File: src/hdl/pidl_pkg.sv
package pidl_pkg;

   // Store geometry
   localparam int DEPTH = 64;
   localparam int IDX_W = (DEPTH > 1) ? $clog2(DEPTH) : 1;
   localparam int CNT_W = $clog2(DEPTH + 1);

   // Fixed field widths
   localparam int POS_W = 7;
   localparam int CAP_W = 7;
   localparam int LEN_W = 7;
   localparam int VAL_W = 32;
   localparam int ST_W  = 2;
   localparam int RQ_W  = 2;

   // Width that holds both a position and a count
   localparam int CMP_W = (CNT_W > POS_W) ? CNT_W : POS_W;

   // Request codes
   localparam logic [RQ_W-1:0] REQ_INSERT = 2'd0;
   localparam logic [RQ_W-1:0] REQ_APPEND = 2'd1;
   localparam logic [RQ_W-1:0] REQ_REMOVE = 2'd2;
   localparam logic [RQ_W-1:0] REQ_READ   = 2'd3;

   // Status codes
   localparam logic [ST_W-1:0] ST_DONE  = 2'd0;
   localparam logic [ST_W-1:0] ST_FULL  = 2'd1;
   localparam logic [ST_W-1:0] ST_RANGE = 2'd2;

   // Cell commands
   localparam logic [1:0] CMD_HOLD   = 2'd0;
   localparam logic [1:0] CMD_INSERT = 2'd1;
   localparam logic [1:0] CMD_REMOVE = 2'd2;

   // Configuration register map
   localparam int          CSR_ADDR_W   = 3;
   localparam int          CSR_DATA_W   = 32;
   localparam logic [0:0]  CSR_CAPACITY = 1'b0;
   localparam logic [CAP_W-1:0] CAP_RESET = 7'd64;

   typedef struct packed {
      logic [RQ_W-1:0]         req_type;
      logic [POS_W-1:0]        position;
      logic signed [VAL_W-1:0] value;
   } req_item_type;

   typedef struct packed {
      logic [ST_W-1:0]         status;
      logic signed [VAL_W-1:0] read_value;
      logic [LEN_W-1:0]        length;
      logic                    full_res;
   } rsp_item_type;

   // Broadcast to every cell of the row
   typedef struct packed {
      logic [1:0]       op;
      logic [IDX_W-1:0] pos;
      logic [VAL_W-1:0] value;
   } cell_cmd_type;

endpackage

File: src/hdl/pidl_cell.sv
module pidl_cell (
   input  logic                           clock,
   input  logic [pidl_pkg::IDX_W-1:0]     cell_index,
   input  pidl_pkg::cell_cmd_type         cmd,
   input  logic [pidl_pkg::VAL_W-1:0]     lower_data,
   input  logic [pidl_pkg::VAL_W-1:0]     upper_data,
   output logic [pidl_pkg::VAL_W-1:0]     entry,
   output logic [pidl_pkg::VAL_W-1:0]     tap_data
);

   logic [pidl_pkg::VAL_W-1:0] entry_ff;
   logic [pidl_pkg::VAL_W-1:0] entry_in;

   // Pick next entry: shift up, load, shift down or hold
   always_comb begin
      entry_in = entry_ff;
      unique case (cmd.op)
         pidl_pkg::CMD_INSERT: begin
            if (cell_index > cmd.pos) begin
               entry_in = lower_data;
            end else if (cell_index == cmd.pos) begin
               entry_in = cmd.value;
            end
         end
         pidl_pkg::CMD_REMOVE: begin
            if (cell_index >= cmd.pos) begin
               entry_in = upper_data;
            end
         end
         default: entry_in = entry_ff;
      endcase
   end

   always_ff @(posedge clock) begin
      entry_ff <= entry_in;
   end

   assign entry    = entry_ff;
   // Drive the read bus only from the addressed cell
   assign tap_data = (cell_index == cmd.pos) ? entry_ff : '0;

endmodule

File: config.mk
export PLATFORM = sky130hd
export DESIGN_NAME = pidl_cell
export DESIGN_NICKNAME = d
export VERILOG_FILES = /design/src/hdl/pidl_pkg.sv /design/src/hdl/pidl_cell.sv
export SDC_FILE = /design/constraint.sdc
export NUM_CORES = 1
export LEC_CHECK = 0
export BUFFER_PORTS_ARGS = -buffer_cell sky130_fd_sc_hd__buf_2
export CORE_MARGIN = 2
export CORE_UTILIZATION = 48
export DETAILED_ROUTE_END_ITERATION = 7
export PLACE_DENSITY = 0.89
export SLEW_MARGIN = 30
export SYNTH_ARGS = -nofsm -noshare
export SYNTH_HDL_FRONTEND = slang
export SYNTH_SLANG_ARGS = --single-unit
File: constraint.sdc
create_clock -name clock -period 7.6 [get_ports clock]
set_input_delay 0.76 -clock clock [delete_from_list [all_inputs] [get_ports clock]]
set_output_delay 0.76 -clock clock [all_outputs]
set_load 0.01 [all_outputs]
---- Yosys cells after proc, flatten, opt, wreduce, memory -nomap -nowiden ----
Cells that the tools add are included.
operators by class
  muxes and demuxes ....................... 5
  magnitude comparators ................... 2
  reductions and logical operators ........ 2
  equality and inequality tests ........... 5
operator list
  kind                                                                   count
  32-bit 2-to-1 mux                                                      4
  32-bit one-hot mux with 2 select lines                                 1
  6-bit equality test                                                    1
  6-bit greater-or-equal comparator                                      1
  6-bit greater-than comparator                                          1
  3-bit inequality test, second input constant                           1
  3-bit AND reduction                                                    1
  2-bit by 1-bit equality test with 1-bit output, second input constant  1
  2-bit equality test, second input constant                             1
  2-bit inequality test, second input constant                           1
  2-bit nonzero test                                                     1
storage, ports and cells
  output and inout port bits .............. 64
  register bits after elaboration ......... 32
  bits of input ports ..................... 111

---- Longest topological paths before layout ----
Gate-level depths: netlist (run 1).
  depth after elaboration ................. 4
  gate-level depth with buffers ........... 8
  mapped depth without buffers ............ 6

---- Worst setup path after synthesis (run 1) ----
Ideal clock, no wire load.
  path kind ............................... in2reg
  from .................................... input cmd[37] in the netlist's numbering
  to ...................................... register entry_ff (netlist bit entry[0]), enable pin
  required time ........................... 7.198 ns
  stages on the path ...................... 7
  data arrival time ....................... 2.752 ns
  setup slack ............................. 4.447 ns
  cells stage by stage .................... inv_1 > ha_1 > and4_4 > and3_4 > buf_12 > nor2_1 > a41oi_2
between the ends
  longest elaborated chain between the ends .. 3
  elaborated cells on any way between the ends .. 6
ends and longest elaborated chain
  item                                                                                    RTL line         RTL
  start, declared                                                                         pidl_cell.sv:4   input pidl_pkg::cell_cmd_type cmd,
  6-bit greater-than comparator, or another cell as far along                             pidl_cell.sv:19  if (cell_index > cmd.pos) begin
  3-bit inequality test (no source line) / 2-bit inequality test (equally long branches)  --
  3-bit AND reduction (no source line) (*)                                                --
  end signal, assigned                                                                    pidl_cell.sv:35  entry_ff <= entry_in;
  end, declared                                                                           pidl_cell.sv:11  logic [pidl_pkg::VAL_W-1:0] entry_ff;
Mark *: on every way between the ends. The rest lies on a longest branch, timed or not.
A chain may end at the register's enable or synchronous reset.

---- Final worst setup path (run 1) ----
  from .................................... input cmd[37] in the netlist's numbering
  to ...................................... output tap_data[26] in the netlist's numbering
between the ends
  longest elaborated chain between the ends .. 2
ends and longest elaborated chain
  item                 RTL line         RTL
  6-bit equality test  pidl_cell.sv:40  assign tap_data = (cell_index == cmd.pos) ? entry_ff : '0;
  32-bit 2-to-1 mux    pidl_cell.sv:40
  end, declared        pidl_cell.sv:8   output logic [pidl_pkg::VAL_W-1:0] tap_data
No other way between the ends.

==> results of run 1 <==
## cell usage after synthesis
library cell  instances
and2_1               32
buf_12                4
a41oi_2               1
and3_4                1
clkbuf_2              1
nand2_1               1
a21oi_1               2
nand4_1              32
buf_6                 5
and4_4                1
o21ai_1               1
clkbuf_1             18
o311ai_0             22
a22oi_1              32
a21o_1                1
o311ai_1             10
nor2b_4               1
nor2_1                3
inv_1                 8
ha_1                  8
or2_2                 1
nand3_1              33
buf_4                 3
o21a_4                1
nor2b_1              64
buf_2                 8
edfxtp_1             32
## per-layer routing
layer	global-route usage, %	up-vias	share of wire, %
met1	28.3	1538	39
li1	-	1539	-
met5	0	-	0
met4	8.85	0	1.6
met3	4.46	17	9.4
met2	42.6	207	50
## per-stage QoR
stage          instance area (sq um)  hold WS (ns)
2_1_floorplan                   2960         0.995
3_3_place_gp                    3700          1.10
3_5_place_dp                    3740          1.09
4_1_cts                         3820         0.809
5_1_grt                         3830         0.824
6_report                        3830         0.820
## kinds of logic after synthesis
group	Yosys count	synth area share (%)
buffers and inverters	47	10.2
and+or+nand+nor	169	34.6
AOI/OAI and AO/OA	70	19.4
DFF	32	32.5
adders and majority gates	8	3.38
## power by group
part	leakage [nW]	switching (mW)	internal, mW	total [mW]
registers	0.303	0.0167	0.239	0.255
clock network	0.0399	0.0579	0.0637	0.122
logic	1.41	0.108	0.0871	0.195
total	1.75	0.183	0.389	0.572
## cell type report
class                      count  area [sq um]
clock buffer                   7          76.3
clock inverter                 1          3.75
fill                         507          2120
inverter                       8          30.0
multi-input combinational    247          1740
sequential                    32           961
tap                           75          93.8
timing repair buffer         178           928
## worst paths after layout
| check | end | startpoint |
|---|---|---|
| max | tap_data[26] | cmd[37] |
| min | entry[17]$_DFFE_PP_ | upper_data[17] |
## tightest hold or removal path, cell delays in order
cell and delay, ns:
buf_2 0.08, a22oi_1 0.07, nand3_1 0.08
==> metrics.md, run 1 <==
| Metric | Value |
|---|---|
| Wire per inst | `15.9 microns` |
| Clock tree buffer depth | `2` |
| Place WS | `4.10 ns` |
| Crit-path cells | `buf_2 -> inv_1 -> ha_1 -> and4_4 -> and3_4 -> and2_1 -> buf_2` |
| Most frequent cells in the layout | `buf_2, nor2b_1` |
| # setup viols final | `0` |
| Run status | `finished clean` |
| # hold bufs at CTS | `0` |
| N_diodes | `0` |
| Pwr/cell area | `149 mW/mm^2` |
| Peak Freq | `308 MHz` |
| Setup total negative slack | `0 ns` |
| Sequential share of the synthesized area | `32.5%` |
| Max-Cap Viols | `0` |
| Antenna violations before repair | `0` |
| Total track usage | `23.8%` |
| Crit path launch type | `input pin` |
| Die area | `0.00681 sq mm` |
| Max reg flops | `32` |
| Critical path depth in cells | `7` |
| Worst relative slew slack | `42.1%` |
| Top cell type's share of synthesized area | `32.5%` |
| First-pass DRT Iterations | `5` |
| First-pass GRT wire length | `12.7 mm` |
| Ys Warns | `0` |
| WP data arrival | `2.49 ns` |
| Synth Area per Inst | `9.08 sq um` |
| Maximum fanout along the worst path | `65` |
| Clk root buf | `clkbuf_8` |
| WP buf/inv | `3` |
| Peak supply drop | `0.0789 mV` |
| CP required | `6.84 ns` |
| Area contributors post-synth | `edfxtp_1, nor2b_1, a22oi_1, and2_1, nand4_1` |
| Hpwl dp | `5.75 mm` |
| Most used cell, CP | `buf_2` |
| Routability cong. | `0.786` |
| Leak | `1.75 nW` |
| Routed Antenna Nets | `0` |
| Clock-pin transition on the worst setup and hold timing paths | `0.06 ns` |
| RSZ-0062 raised after global routing | `false` |
| Share of cells above drive strength 1 | `41.2%` |
| Yosys top cell by area | `edfxtp_1` |
| Syn Nets | `445` |
| HP Class | `in -> reg` |
| Yosys reg bits | `32` |
| Post-route minimum period | `3.25 ns` |
| Starting density of the core | `49.7%` |
| Fin worst setup slack | `4.35 ns` |
| DR iter-0 viols | `308` |
| Final Power | `0.572 mW` |
| Slew Viols, Final | `0` |
| IO Port Bufs | `174` |
| Synthesized area | `0.00296 sq mm` |
| CP max-delay cell | `and3_4` |
| Final hold vios | `0` |
| I/O Pins | `175` |
| Post-CTS resize count | `0` |
| WS Path Type | `in -> out` |
| DR vias | `3301` |
| CTS tree | `done` |
| Largest net degree at the start of global routing | `97` |
| Synth Instances | `326` |
| Total grt overflow | `0` |
| Sink Count | `32` |
| Post-route DRC | `0` |
| # rows | `28` |
| Largest stage delay, worst path | `0.58 ns` |
| Synthesis-to-layout area growth | `29.5%` |
| CP top delay family | `simple AND/OR/NAND/NOR gates` |
| Die H | `82.5 microns` |
| Critical Path End Type | `output port` |
| Via density per instance | `6.02` |
| Total CTS buffers | `5` |
| NumNets Final | `591` |
| Post-route insts no fill | `548` |
| Post-Route WL | `8.69 mm` |
| Final Cycle Share | `42.7%` |
| Setup bufs post-CTS | `0` |
| Slew @ Worst Pin | `0.868 ns` |
| H-tree depth | `2` |
| Final Core Density | `64.4%` |
| Distinct cell type count after synthesis | `27` |
| Area of the core | `0.00596 sq mm` |
| Vias in the first global route | `2844` |
| Hold path depth | `3` |
| Most common cell after layout, fill and taps aside | `buf_2` |
| Cells after DPL | `539` |
| Die Wd | `82.5 microns` |
Note: power is estimated with default switching activity, not from simulation.
==> run 2: changes to the inputs <==
--- a/config.mk
+++ b/config.mk
@@ -7,9 +7,9 @@
 export LEC_CHECK = 0
 export BUFFER_PORTS_ARGS = -buffer_cell sky130_fd_sc_hd__buf_2
 export CORE_MARGIN = 2
-export CORE_UTILIZATION = 48
+export CORE_UTILIZATION = 45
 export DETAILED_ROUTE_END_ITERATION = 7
-export PLACE_DENSITY = 0.89
+export PLACE_DENSITY = 0.84
 export SLEW_MARGIN = 30
 export SYNTH_ARGS = -nofsm -noshare
 export SYNTH_HDL_FRONTEND = slang
==> constraint.sdc (replaced) <==
create_clock -name clock -period 3 [get_ports clock]
set_input_delay 0.3 -clock clock [delete_from_list [all_inputs] [get_ports clock]]
set_output_delay 0.3 -clock clock [all_outputs]
set_load 0.01 [all_outputs]
==> metrics.md, run 2 (synthesis results as in run 1) <==
| Metric | Value |
|---|---|
| Wire per inst | `15.9 microns (+0.27%)` |
| Final Power | `1.43 mW (+150%)` |
| Setup bufs post-CTS | `0 (unchanged)` |
| Final hold vios | `0 (unchanged)` |
| Total track usage | `23.3% (-0.54 points)` |
| # setup viols final | `0 (unchanged)` |
| Die Wd | `85.1 microns (+3.1%)` |
| Crit path launch type | `input pin` |
| CTS tree | `done` |
| H-tree depth | `2 (unchanged)` |
| Slew Viols, Final | `0 (unchanged)` |
| Total grt overflow | `0 (unchanged)` |
| Leak | `1.77 nW (+0.96%)` |
| Max reg flops | `32 (unchanged)` |
| Fill cells | `572 (+13%)` |
| Setup total negative slack | `0 ns (unchanged)` |
| Peak supply drop | `0.202 mV (+160%)` |
| First-pass GRT wire length | `13.8 mm (+8.6%)` |
| N_diodes | `0 (unchanged)` |
| Routed Antenna Nets | `0 (unchanged)` |
| Post-Route WL | `8.81 mm (+1.4%)` |
| Clk root buf | `clkbuf_8` |
| Clock tree buffer depth | `2 (unchanged)` |
| DRT met1 WL | `3.61 mm (+7.3%)` |
| DR WL met3 | `649 microns (-20%)` |
| Most frequent cells in the layout | `buf_2, nor2b_1, nand3_1` |
| Antenna violations before repair | `0 (unchanged)` |
| Post-route minimum period | `2.13 ns` |
| Share of cells above drive strength 1 | `41.7% (+0.49 points)` |
| Most common cell after layout, fill and taps aside | `buf_2` |
| Peak Freq | `469 MHz` |
| Routability cong. | `0.783 (-0.34%)` |
| CP required | `2.70 ns (-4.14 ns)` |
| Via density per instance | `5.82 (-3.4%)` |
| Max-Cap Viols | `0 (unchanged)` |
| RSZ-0062 raised after global routing | `false` |
| Final Cycle Share | `71.1%` |
| Post-route DRC | `0 (unchanged)` |
| Synthesis-to-layout area growth | `30.2%` |
| Pwr/cell area | `371 mW/mm^2 (+150%)` |
| Die H | `85.1 microns (+3.1%)` |
| Top sig layer | `met4` |
| WP data arrival | `1.83 ns (-0.66 ns)` |
| # rows | `29 (+3.6%)` |
| # hold bufs at CTS | `0 (unchanged)` |
| Starting density of the core | `46.6% (-3.1 points)` |
| Maximum fanout along the worst path | `64 (-1.5%)` |
| Worst relative slew slack | `51.3% (+9.2 points)` |
| DR vias | `3223 (-2.4%)` |
| Run status | `finished clean` |
| NumNets Final | `596 (+0.85%)` |
| Vias in the first global route | `2939 (+3.3%)` |
| HP Class | `in -> reg` |
| DR WL met2 | `4.41 mm (+0.87%)` |
| Clock-pin transition on the worst setup and hold timing paths | `0.06 ns (about the same)` |
| Largest net degree at the start of global routing | `65 (-33%)` |
| Total CTS buffers | `5 (unchanged)` |
| Post-CTS resize count | `0 (unchanged)` |
| Die area | `0.00724 sq mm (+6.3%)` |
| I/O Pins | `175 (unchanged)` |
| Hpwl dp | `6.17 mm (+7.2%)` |
| First-pass DRT Iterations | `6 (+1)` |
| Critical Path End Type | `output port` |
| IO Port Bufs | `174 (unchanged)` |
| Area of the core | `0.00635 sq mm (+6.6%)` |
| Sink Count | `32 (unchanged)` |
| WS Path Type | `in -> out` |
| Slew @ Worst Pin | `0.730 ns (-0.137 ns)` |
| DR iter-0 viols | `275 (-11%)` |
## run 2: power breakdown
part	switching [mW]	internal, mW
clock network	0.145	0.153
registers	0.0399	0.604
logic	0.269	0.218
total	0.454	0.975
## run 2: per-layer routing
metal	global-route usage, %	vias up
li1	-	1552
met1	29.7	1481
met2	40.3	170
met3	3.60	20
met4	7.65	0
met5	0	-
## run 2: worst paths after layout
path	cells past startpoint	start	endpoint	slack, ns
worst max-delay path	8	cmd[37]	tap_data[8]	0.87
worst min-delay path	3	upper_data[24]	entry[24]$_DFFE_PP_	0.36
## run 2: worst max-delay path, stage by stage
cell    delay [ns]
buf_2         0.07
inv_1         0.03
ha_1          0.36
and4_4        0.28
and3_4        0.21
buf_12        0.23
and2_1        0.17
buf_2         0.12
## run 2: per-stage QoR
step                      utilization, %  worst slack [ns]  hold WS, ns  cell area [sq um]  std cells
after floorplan                        -             0.307        0.535               2960        326
after global placement              59.5             0.671        0.636               3780        547
after detailed placement            59.5             0.630        0.637               3780        547
after CTS                           60.7             0.880        0.350               3850        554
after global routing                60.7             0.762        0.359               3850        554
final                               60.7             0.867        0.358               3850        554
## run 2: cell type report
class	instances	area, sq um	area share (%)
clock buffers	5	68.8	1.79
repair buffers	183	951	24.7
inverters	8	30.0	0.779
flip-flops and latches	32	961	24.9
clock inverters	2	7.51	0.195
multi-input cells	247	1740	45.1
well taps	77	96.3	2.50
